File: src/hdl/urmv_pkg.sv
// Shared types and constants for the majority-vote serial receiver.
// Used by urmv_sampler, urmv_tally and uart_receiver_majority_vote.
package urmv_pkg;

	localparam int unsigned DATA_BITS = 8;

	localparam logic [7:0] NO_WINNER = 8'hFF;
	localparam logic [7:0] COUNT_MAX = 8'hFF;

	localparam logic [7:0] REG_HALF_BIT_TICKS = 8'd0;
	localparam logic [7:0] REG_VOTE_COUNT     = 8'd1;

	typedef enum logic [1:0] {
		PH_HUNT  = 2'd0,
		PH_DATA  = 2'd1,
		PH_TRAIL = 2'd2
	} phase_t;

	typedef struct packed {
		logic       valid;
		logic [7:0] data;
	} tally_req_t;

	typedef struct packed {
		logic       valid;
		logic [7:0] rx_byte;
		logic       round_done;
		logic [7:0] voted_byte;
		logic       no_majority;
	} tally_res_t;

endpackage

File: src/hdl/urmv_sampler.sv
// Line sampler: bit timing, start detection and data bit assembly.
// Depends on urmv_pkg; issues one tally request per received byte.
module urmv_sampler
	import urmv_pkg::*;
(
	input  logic             clk,
	input  logic             arst_n,
	input  logic             accept,
	input  logic             level,
	input  logic [15:0]      half_bit_ticks,
	output tally_req_t       req
);

	phase_t      phase_q, phase_d;
	logic [16:0] tick_q, tick_d;
	logic [3:0]  bit_q, bit_d;
	logic [7:0]  shift_q, shift_d;
	logic [15:0] half;
	logic [16:0] full_reload;
	logic [3:0]  bit_inc;

	assign half        = (half_bit_ticks == 16'd0) ? 16'd1 : half_bit_ticks;
	assign full_reload = {half, 1'b0} - 17'd1;
	assign bit_inc     = bit_q + 4'd1;

	assign req.valid = accept && (tick_q == 17'd0) && (phase_q == PH_TRAIL);
	assign req.data  = shift_q;

	always_comb begin
		phase_d = phase_q;
		tick_d  = tick_q;
		bit_d   = bit_q;
		shift_d = shift_q;
		if (tick_q != 17'd0) begin
			tick_d = tick_q - 17'd1;
		end else begin
			case (phase_q)
				PH_DATA: begin
					if (bit_q < 4'd8) begin
						shift_d[bit_q[2:0]] = shift_q[bit_q[2:0]] | level;
					end
					bit_d  = bit_inc;
					tick_d = full_reload;
					if (bit_inc >= 4'(DATA_BITS)) begin
						phase_d = PH_TRAIL;
					end
				end
				default: begin
					// hunt for a low level; also closes the stop-bit wait
					if (!level) begin
						phase_d = PH_DATA;
						tick_d  = full_reload;
						bit_d   = 4'd0;
						shift_d = 8'd0;
					end else begin
						phase_d = PH_HUNT;
						tick_d  = {1'b0, half - 16'd1};
					end
				end
			endcase
		end
	end

	always_ff @(posedge clk or negedge arst_n) begin
		if (!arst_n) begin
			phase_q <= PH_HUNT;
			tick_q  <= 17'd0;
			bit_q   <= 4'd0;
			shift_q <= 8'd0;
		end else if (accept) begin
			phase_q <= phase_d;
			tick_q  <= tick_d;
			bit_q   <= bit_d;
			shift_q <= shift_d;
		end
	end

endmodule

File: src/hdl/urmv_tally.sv
// Byte count table and vote round logic around a 256x8 synchronous memory.
// Depends on urmv_pkg; read when a request is taken, modify and write back in stage s1.
module urmv_tally
	import urmv_pkg::*;
(
	input  logic       clk,
	input  logic       arst_n,
	input  tally_req_t req,
	input  logic [7:0] vote_count,
	input  logic       out_hold,
	output logic       stall,
	output tally_res_t res
);

	logic [7:0]   mem [256];
	logic [7:0]   rd_data_q;
	logic         fwd_q;
	logic [7:0]   fwd_data_q;
	logic [255:0] valid_q;
	logic         s1_valid_q;
	logic [7:0]   s1_byte_q;
	logic [7:0]   bir_q;
	logic [7:0]   winner_q;
	logic         found_q;

	logic       wr_en;
	logic [7:0] stored, cnt_old, cnt_new, bir_next, winner_new;
	logic       wins, found_new, done;

	assign stall = s1_valid_q && out_hold;
	assign wr_en = s1_valid_q && !out_hold;

	assign stored     = fwd_q ? fwd_data_q : rd_data_q;
	assign cnt_old    = valid_q[s1_byte_q] ? stored : 8'd0;
	assign cnt_new    = (cnt_old == COUNT_MAX) ? cnt_old : cnt_old + 8'd1;
	assign bir_next   = bir_q + 8'd1;
	assign wins       = {cnt_new, 1'b0} > {1'b0, vote_count};
	assign found_new  = found_q || wins;
	assign winner_new = wins ? s1_byte_q : winner_q;
	assign done       = (bir_next == 8'd0) || (bir_next >= vote_count);

	always_comb begin
		res.valid       = wr_en;
		res.rx_byte     = s1_byte_q;
		res.round_done  = done;
		res.voted_byte  = 8'd0;
		res.no_majority = 1'b0;
		if (done) begin
			res.voted_byte  = found_new ? winner_new : NO_WINNER;
			res.no_majority = !found_new;
		end
	end

	always_ff @(posedge clk) begin
		if (wr_en) begin
			mem[s1_byte_q] <= cnt_new;
		end
		if (req.valid) begin
			rd_data_q  <= mem[req.data];
			fwd_q      <= wr_en && (s1_byte_q == req.data);
			fwd_data_q <= cnt_new;
		end
		if (req.valid) begin
			s1_byte_q <= req.data;
		end
	end

	always_ff @(posedge clk or negedge arst_n) begin
		if (!arst_n) begin
			s1_valid_q <= 1'b0;
			valid_q    <= '0;
			bir_q      <= 8'd0;
			winner_q   <= NO_WINNER;
			found_q    <= 1'b0;
		end else begin
			if (!stall) begin
				s1_valid_q <= req.valid;
			end
			if (wr_en) begin
				if (done) begin
					valid_q  <= '0;
					bir_q    <= 8'd0;
					winner_q <= NO_WINNER;
					found_q  <= 1'b0;
				end else begin
					valid_q[s1_byte_q] <= 1'b1;
					bir_q              <= bir_next;
					winner_q           <= winner_new;
					found_q            <= found_new;
				end
			end
		end
	end

endmodule

File: src/hdl/uart_receiver_majority_vote.sv
// Top level of the 8N1 serial receiver with majority vote over repeated bytes.
// Depends on urmv_pkg, urmv_sampler and urmv_tally.
//
// Channel  Dir  Handshake          Payload
// s_*      in   s_tvalid/s_tready  s_tdata[0] rx_level
// m_*      out  m_tvalid/m_tready  m_tdata rx_byte, voted_byte; m_tuser round_done,
//                                  no_majority
// cfg_*    in   cfg_valid/ready    cfg_index register, cfg_data value
//
// One line sample is taken per cycle while s_tready is high.
// The result of a byte shows on m_tvalid after its stop-bit sample transfers:
// the count memory is read at that transfer edge, and the write back in stage s1
// then loads the output register unless the output register is held.
// Reset clears the count valid bitmap at once; no clearing pass is needed.
// s_tready drops only while a finished byte waits behind a full output register.
module uart_receiver_majority_vote
	import urmv_pkg::*;
(
	input  logic        clk,
	input  logic        arst_n,
	input  logic        s_tvalid,
	output logic        s_tready,
	input  logic [7:0]  s_tdata,   // [0] rx_level, [7:1] zero
	output logic        m_tvalid,
	input  logic        m_tready,
	output logic [15:0] m_tdata,   // [7:0] rx_byte, [15:8] voted_byte
	output logic [1:0]  m_tuser,   // [0] round_done, [1] no_majority
	input  logic        cfg_valid,
	output logic        cfg_ready,
	input  logic [7:0]  cfg_index,
	input  logic [15:0] cfg_data
);

	logic [15:0] half_bit_ticks_q;
	logic [7:0]  vote_count_q;
	logic        accept;
	logic        stall;
	logic        out_hold;
	tally_req_t  req;
	tally_res_t  res;

	logic        out_valid_q;
	logic [15:0] out_data_q;
	logic [1:0]  out_user_q;

	// Register writes are always taken.
	assign cfg_ready = 1'b1;

	always_ff @(posedge clk or negedge arst_n) begin
		if (!arst_n) begin
			half_bit_ticks_q <= 16'd1;
			vote_count_q     <= 8'd1;
		end else if (cfg_valid) begin
			case (cfg_index)
				REG_HALF_BIT_TICKS: half_bit_ticks_q <= cfg_data;
				REG_VOTE_COUNT:     vote_count_q     <= cfg_data[7:0];
				default: ;
			endcase
		end
	end

	// Hold the input only while the tally stage cannot drain.
	assign s_tready = !stall;
	assign accept   = s_tvalid && s_tready;
	assign out_hold = out_valid_q && !m_tready;

	urmv_sampler u_sampler (
		.clk            (clk),
		.arst_n         (arst_n),
		.accept         (accept),
		.level          (s_tdata[0]),
		.half_bit_ticks (half_bit_ticks_q),
		.req            (req)
	);

	urmv_tally u_tally (
		.clk        (clk),
		.arst_n     (arst_n),
		.req        (req),
		.vote_count (vote_count_q),
		.out_hold   (out_hold),
		.stall      (stall),
		.res        (res)
	);

	// Output register: load a finished byte, drop it once the transfer completes.
	always_ff @(posedge clk or negedge arst_n) begin
		if (!arst_n) begin
			out_valid_q <= 1'b0;
		end else if (res.valid) begin
			out_valid_q <= 1'b1;
		end else if (m_tready) begin
			out_valid_q <= 1'b0;
		end
	end

	always_ff @(posedge clk) begin
		if (res.valid) begin
			out_data_q <= {res.voted_byte, res.rx_byte};
			out_user_q <= {res.no_majority, res.round_done};
		end
	end

	assign m_tvalid = out_valid_q;
	assign m_tdata  = out_data_q;
	assign m_tuser  = out_user_q;

`ifndef SYNTHESIS
	a_no_overwrite: assert property (@(posedge clk) disable iff (!arst_n)
		res.valid |-> (!out_valid_q || m_tready))
		else $error("result loaded over an untaken result");

	a_plain_byte: assert property (@(posedge clk) disable iff (!arst_n)
		(m_tvalid && !m_tuser[0]) |-> (m_tdata[15:8] == 8'd0 && !m_tuser[1]))
		else $error("vote fields set outside a round end");

	a_no_winner: assert property (@(posedge clk) disable iff (!arst_n)
		(m_tvalid && m_tuser[1]) |-> (m_tuser[0] && m_tdata[15:8] == NO_WINNER))
		else $error("no-majority flag without round end marker");
`endif

endmodule
File: config.mk
export PLATFORM = sky130hd
export DESIGN_NAME = uart_receiver_majority_vote
export DESIGN_NICKNAME = d
export VERILOG_FILES = /design/src/hdl/urmv_pkg.sv /design/src/hdl/urmv_sampler.sv /design/src/hdl/urmv_tally.sv /design/src/hdl/uart_receiver_majority_vote.sv
export SDC_FILE = /design/constraint.sdc
export NUM_CORES = 2
export LEC_CHECK = 0
export BUFFER_PORTS_ARGS = -buffer_cell sky130_fd_sc_hd__buf_4
export CORE_ASPECT_RATIO = 1.1
export CORE_MARGIN = 2
export CORE_UTILIZATION = 30
export CTS_CLUSTER_SIZE = 14
export DETAILED_ROUTE_END_ITERATION = 16
export MAX_ROUTING_LAYER = met4
export PLACE_DENSITY = 0.46
export SLEW_MARGIN = 30
export SYNTH_ARGS = -nofsm -noshare
export SYNTH_HDL_FRONTEND = slang
export SYNTH_SLANG_ARGS = --single-unit
File: constraint.sdc
create_clock -name clk -period 26.7 [get_ports clk]
set_input_delay 6.675 -clock clk [delete_from_list [all_inputs] [get_ports clk]]
set_output_delay 6.675 -clock clk [all_outputs]
set_load 0.01 [all_outputs]
==> Word-level counts from Yosys, hierarchy flattened <==
Memory sizes are Yosys's and may differ from the RTL's. A register that Yosys moved wholly into a read port is not among the register bits.
Index checks and enable logic that the tools add are counted.
{ "word_totals": {"regBits": 365, "ram_bits": 2048, "inputBits": 37, "output_inout_bits": 21, "wordCells": 105, "n_memories": 1} }
{ "op_classes": {"n_addsub": 6, "order_cmp": 8, "n_eq_ne": 8, "mux": 34, "n_bitwise": 3, "reduce_logical": 26} }
{ "mem_list": {"columns": ["name", "words", "width", "read_ports", "rd_clocked_by_memory_dff", "write_ports", "line", "source"], "rows": [
  ["u_tally.mem", 256, 8, 1, 1, 1, "urmv_tally.sv:15", "logic [7:0] mem [256];"]
]} }
{ "ops": {"columns": ["operator", "n"], "rows": [
  ["2-to-1 mux 256 bit", 1],
  ["OR 256 bit", 1],
  ["2-to-1 mux 8 bit", 10],
  ["2-to-1 mux 17 bit", 3],
  ["subtractor 17 x 1 -> 17 bit (second input constant)", 2],
  ["logical NOT 17 bit", 1],
  ["nonzero test 17 bit", 1],
  ["adder 8 x 1 -> 8 bit (second input constant)", 2],
  ["logical NOT 16 bit", 1],
  ["logical NOT 8 bit", 2],
  ["2-to-1 mux 16 bit", 1],
  ["subtractor 16 x 1 -> 16 bit (second input constant)", 1],
  ["2-to-1 mux 1 bit", 10],
  ["greater-than comparator 9 x 8 -> 1 bit", 1],
  ["logical AND 1 bit", 9],
  ["less-than comparator 8 x 9 -> 1 bit (second input constant)", 1],
  ["binary-select mux 1 bit (select 8 bit)", 1],
  ["bitwise mux 8 bit", 1],
  ["demux 1 bit (select 8 bit)", 1],
  ["equality test 8 x 1 -> 1 bit (second input constant)", 1],
  ["equality test 8 bit", 1],
  ["equality test 8 bit (second input constant)", 1],
  [">= comparator 8 x 1 -> 1 bit (second input constant)", 1],
  [">= comparator 8 bit", 1],
  ["20 further kinds", 30]
]} }

==> Depth between registers and ports, before layout <==
{ "logic_depth": {"depth_word": 8, "ltp_mapped": 25, "mapped_depth_nobuf": 20} }

==> Hierarchy <==
A second synthesis with hierarchy kept.
{ "unflattened": {"cells_unflattened": 4621, "hier_area_um2": 96423.7} }
{ "modules_own_cells": {"columns": ["module", "n_inst", "cells_per_inst", "area_each_um2", "seq_area_each_um2"], "rows": [
  ["urmv_tally", 1, 4232, 92276.0, 69116.3],
  ["urmv_sampler", 1, 309, 2578.7, 775.7],
  ["uart_receiver_majority_vote", 1, 80, 1569.0, 1168.6]
]} }

==> Least setup slack after synthesis <==
OpenSTA, ideal clock, no wires.
{ "synth_timing": {"path_kind": "register -> register", "startpoint": "register u_tally.s1_byte_q[0]", "endpoint": "register out_data_q[12] (netlist: m_tdata[12]) (data pin)", "setup_ns": 0.175, "t_arrival_ns": 15.814, "t_required_ns": 26.525, "path_slack_ns": 10.711, "path_stages_with_launch": 23, "n_path_buf": 5, "period_less_slack_ns": 15.989, "path_cell_list": "edfxtp_1 -> buf_6 -> buf_6 -> buf_4 -> nor3b_1 -> a22oi_1 -> o31ai_1 -> mux2i_1 -> a2111oi_2 -> o21ai_1 -> buf_2 -> nor2_1 -> ha_1 -> nand2b_1 -> nor3_1 -> nor2_1 -> nor3b_1 -> ha_1 -> o22a_1 -> nand2_1 -> clkbuf_1 -> a21oi_1 -> a311oi_1"} }
{ "synth_via": {"elab_chain_cells": 8, "elab_cells_between_ends": 10, "classes_between": "add/sub (1); order compare (1); eq/ne (1); mux (6); reduce/logical (1)"} }
{ "synth_rtl": {"columns": ["item", "line", "source"], "rows": [
  ["from (decl)", "urmv_tally.sv:21", "logic [7:0] s1_byte_q;"],
  ["from (signal assigned)", "urmv_tally.sv:64", "s1_byte_q <= req.data;"],
  ["binary-select mux 1 bit (select 8 bit) *", "urmv_tally.sv:34", "assign cnt_old = valid_q[s1_byte_q] ? stored : 8'd0;"],
  ["2-to-1 mux 1 bit (not written as such) *", "urmv_tally.sv:34", null],
  ["2-to-1 mux 8 bit *", "urmv_tally.sv:34", null],
  ["adder 8 x 1 -> 8 bit or equality test 8 bit (tied branches)", "urmv_tally.sv:35", "assign cnt_new = (cnt_old == COUNT_MAX) ? cnt_old : cnt_old + 8'd1;"],
  ["2-to-1 mux 8 bit *", "urmv_tally.sv:35", null],
  ["via u_tally.cnt_new[6]", "urmv_tally.sv:27", "logic [7:0] stored, cnt_old, cnt_new, bir_next, winner_new;"],
  ["greater-than comparator 9 x 8 -> 1 bit *", "urmv_tally.sv:37", "assign wins = {cnt_new, 1'b0} > {1'b0, vote_count};"],
  ["2-to-1 mux 8 bit or logical OR 1 bit (tied branches)", "urmv_tally.sv:39, urmv_tally.sv:38", null],
  ["2-to-1 mux 8 bit *", "urmv_tally.sv:49", "res.voted_byte = found_new ? winner_new : NO_WINNER;"],
  ["to (signal assigned)", "uart_receiver_majority_vote.sv:99", "out_data_q <= {res.voted_byte, res.rx_byte};"],
  ["to (decl)", "uart_receiver_majority_vote.sv:43", "logic [15:0] out_data_q;"]
]} }
The timed path passes the listed nets; every way through them passes the cells marked *. The select of a mux whose other input is x is not followed.
A chain may end at the register's enable or synchronous reset.

==> Final worst setup path <==
{ "layout_timing": {"startpoint": "input m_tready", "endpoint": "output s_tready"} }
{ "layout_via": {"elab_chain_cells": 4} }
{ "layout_rtl": {"columns": ["item", "line", "source"], "rows": [
  ["from (decl)", "uart_receiver_majority_vote.sv:25", "input logic m_tready,"],
  ["logical NOT 1 bit", "uart_receiver_majority_vote.sv:65", "assign out_hold = out_valid_q && !m_tready;"],
  ["logical AND 1 bit", "uart_receiver_majority_vote.sv:65", null],
  ["logical AND 1 bit", "urmv_tally.sv:30", "assign stall = s1_valid_q && out_hold;"],
  ["logical NOT 1 bit", null, null],
  ["to (decl)", "uart_receiver_majority_vote.sv:22", "output logic s_tready,"]
]} }
Every way passes these cells.

==> summary.md <==
| Metric | Value |
|---|---|
| TritonCTS Buffers | 245 |
| DR WL/cell | 28.5 microns |
| Post-route cell area | 110000 sq um |
| Post-synth EDFFs | 2091 |
| Synthesized area | 95900 sq um |
| Setup Buffers After CTS | 0 |
| NumNets Final | 4803 |
| Relative slew slack | 30.3% |
| Post-Route WL | 263 mm |
| Status | complete, no violations |
| Compound-Gate Fraction of Synth Area | 3.40% |
| Clk root buf | clkbuf_16 |
| Ys Warns | 0 |
| Final Non-Filler Cells | 9219 |
| Register-to-register setup slack | 18.51 ns |
| Most frequent cells in the layout | 2091 x edfxtp_1, 742 x mux4_2, 313 x dfrtp_1 |
| Final hold vios | 0 |
| Row Count | 217 |
| Final min period | 14.10 ns |
| Xor/xnor cell area share of the yosys netlist | 0.201% |
| RSZ-0062 raised after global routing | false |
| Cell Area, Placed | 102000 sq um |
| # DRC | 0 |
| Worst-path maximum fanout | 5 |
| Largest family of logic cells by synthesized area | multiplexers |
| Routability congestion estimate | 0.792 |
| 1st-iter DRT viols | 4305 |
| Worst EP arrival | 7.43 ns |
| Synthesized flop and latch total | 2421 |
| Max Slew Vio Count | 0 |
| Post-synth top area cell | edfxtp_1 |
| Hold-fix buffers, CTS | 0 |
| Tcrit/Tclk final | 52.8% |
| Die span in x | 543 microns |
| VDD IR max | 57.7 uV |
| Asr flop ratio synth | 13.6% |
| Tot GR Track Use | 16.6% |
| Initial antenna violation count | 5 |
| DP Wirelength | 161 mm |
| Max-cap viol count | 0 |
| Syn nets | 4656 |
| CTS Sinks | 2421 |
| # IOs | 58 |
| Layout cell share with drive strength beyond 1 | 30.4% |
| Port bufs | 49 |
| Via-to-Cell Ratio | 5.03 |
| Routed Antenna Nets | 0 |
| Setup TNS | 0 ns |
| Clock Tree Buf Depth | 4 |
| Largest net degree at the start of global routing | 190 |
| Worst-Margin Slew | 1.05 ns |
| Most common cell after layout, fill and taps aside | edfxtp_1 |
| Post-Syn Instances | 4599 |
| Fmax | 0.0709 GHz |
| Kind of critical path | input pin to output port |
| Ys flop type | edfxtp_1 |
| Total gr overflow | 0 |
| DRT Pass-1 Iters | 6 |
| CP startpoint kind | input pin |
| First-pass GRT wire length | 375 mm |
| Final Setup Violations | 0 |
| Clock skew | 0.0829 ns |
| Post-synthesis simple-gate area fraction | 2.58% |
| Chip height | 597 microns |
| Post-Syn Area per Cell | 20.9 sq um |
| Leakage power | 38.2 nW |
| Post-layout util | 34.6% |
| Endpoint type of the worst setup path | output port |
| CTS resizes | 0 |
| Adder-cell area share of the yosys netlist | 0.261% |
| Clk_lat worst skew | 0.93 ns |
| Area growth, synth to finish | 14.8% |
| CTS clk-pin slew, worst paths | 0.06 ns |
| Synth area leaders | edfxtp_1 65%, mux4_2 17%, dfrtp_1 8.4%, o21a_1 2.0%, nor2_1 1.3% |
| Core box area | 318000 sq um |
| PD cells | 69.0 nW/um^2 |
| Placed Cells incl. Taps | 8768 |
| H-tree depth | 4 |
| TritonCTS clock tree | built |
| Unique masters post-synth | 78 |
| Worst EP required | 20.02 ns |
| Total power | 7.60 mW |
| Hold crit path type | flop to flop |
| Vias in the first global route | 48215 |
| Starting Density | 30.2% |
| Die area | 324000 sq um |
| Sequential area share after synthesis | 74.1% |
| Mux share of post-synthesis cell area | 18.1% |
| DR vias | 46369 |
| Synth top area share | 65.5% |
cell families (layout without fill, tap and decap cells):
kind of cell	Yosys count	count (layout)
compound gates	450	450
xor+xnor	22	22
fa+ha+maj	20	20
buf+inv	313	659
flops	2421	2421
mux	800	800
other cells	1	5
simple gates	572	572
flip-flops by register name (all words and copies together), names as in the netlist, 2 cells and up:
register,flops
half_bit_ticks_q,16
m_tdata,16
m_tuser,2
u_sampler.bit_q,4
u_sampler.phase_q,2
u_sampler.shift_q,8
u_sampler.tick_q,17
u_tally.bir_q,8
u_tally.fwd_data_q,8
u_tally.mem,2048
u_tally.rd_data_q,8
u_tally.s1_byte_q,8
u_tally.valid_q,256
u_tally.winner_q,8
vote_count_q,8
worst max-delay path, stage by stage:
cell and delay, ns:
buf_4 0.11, nand3b_1 0.35, buf_4 0.28
metrics by stage:
step	hold WS [ns]	worst slack [ns]
2_1_floorplan	0.423	10.71
3_3_place_gp	0.468	12.56
3_5_place_dp	0.474	12.54
4_1_cts	0.489	12.53
5_1_grt	0.495	12.53
6_report	0.486	12.60
final timing paths:
kind,from,to,cells past startpoint
max,m_tready,s_tready,3
min,u_tally.valid_q[201],u_tally.valid_q[201],1
max reg2reg,u_tally.s1_byte_q[3],u_tally.winner_q[4],24
min reg2reg,u_tally.valid_q[201],u_tally.valid_q[201],1
max in group asynchronous,arst_n,u_tally.valid_q[129],3
min in group asynchronous,arst_n,half_bit_ticks_q[4],1
cell usage after synthesis (all sizes together), types with 28 or more instances:
library cell	number
nand2	103
o21a	259
clkbuf	178
dfrtp	320
inv	37
nor3	28
mux2	40
edfxtp	2091
buf	96
mux4	742
o21ai	45
a21oi	36
nor2	331
nand3	39
layer usage:
metal	global-route usage (%)	vias up	wire length, microns
met2	27.0	1085	131000
li1	-	19315	-
met3	2.39	333	11700
met5	-	-	0
met4	4.59	0	7070
met1	21.8	25636	113000
area by class of cell:
class,count,area [sq um]
Clock inverter,119,1290
Clock buffer,327,6620
Multi-Input combinational cell,1865,24100
Fill cell,29718,208000
Inverter,39,159
Sequential cell,2421,71100
Antenna cell,4,10.0
Timing Repair Buffer,174,1530
Tap cell,4270,5340
where the power goes:
part | leakage (nW) | internal (mW) | switching, mW
Combinational | 7.11 | 0.0256 | 0.0493
Clock | 3.87 | 1.98 | 1.46
Sequential | 27.2 | 4.07 | 0.0135
Note: power is estimated with default switching activity, not from simulation.
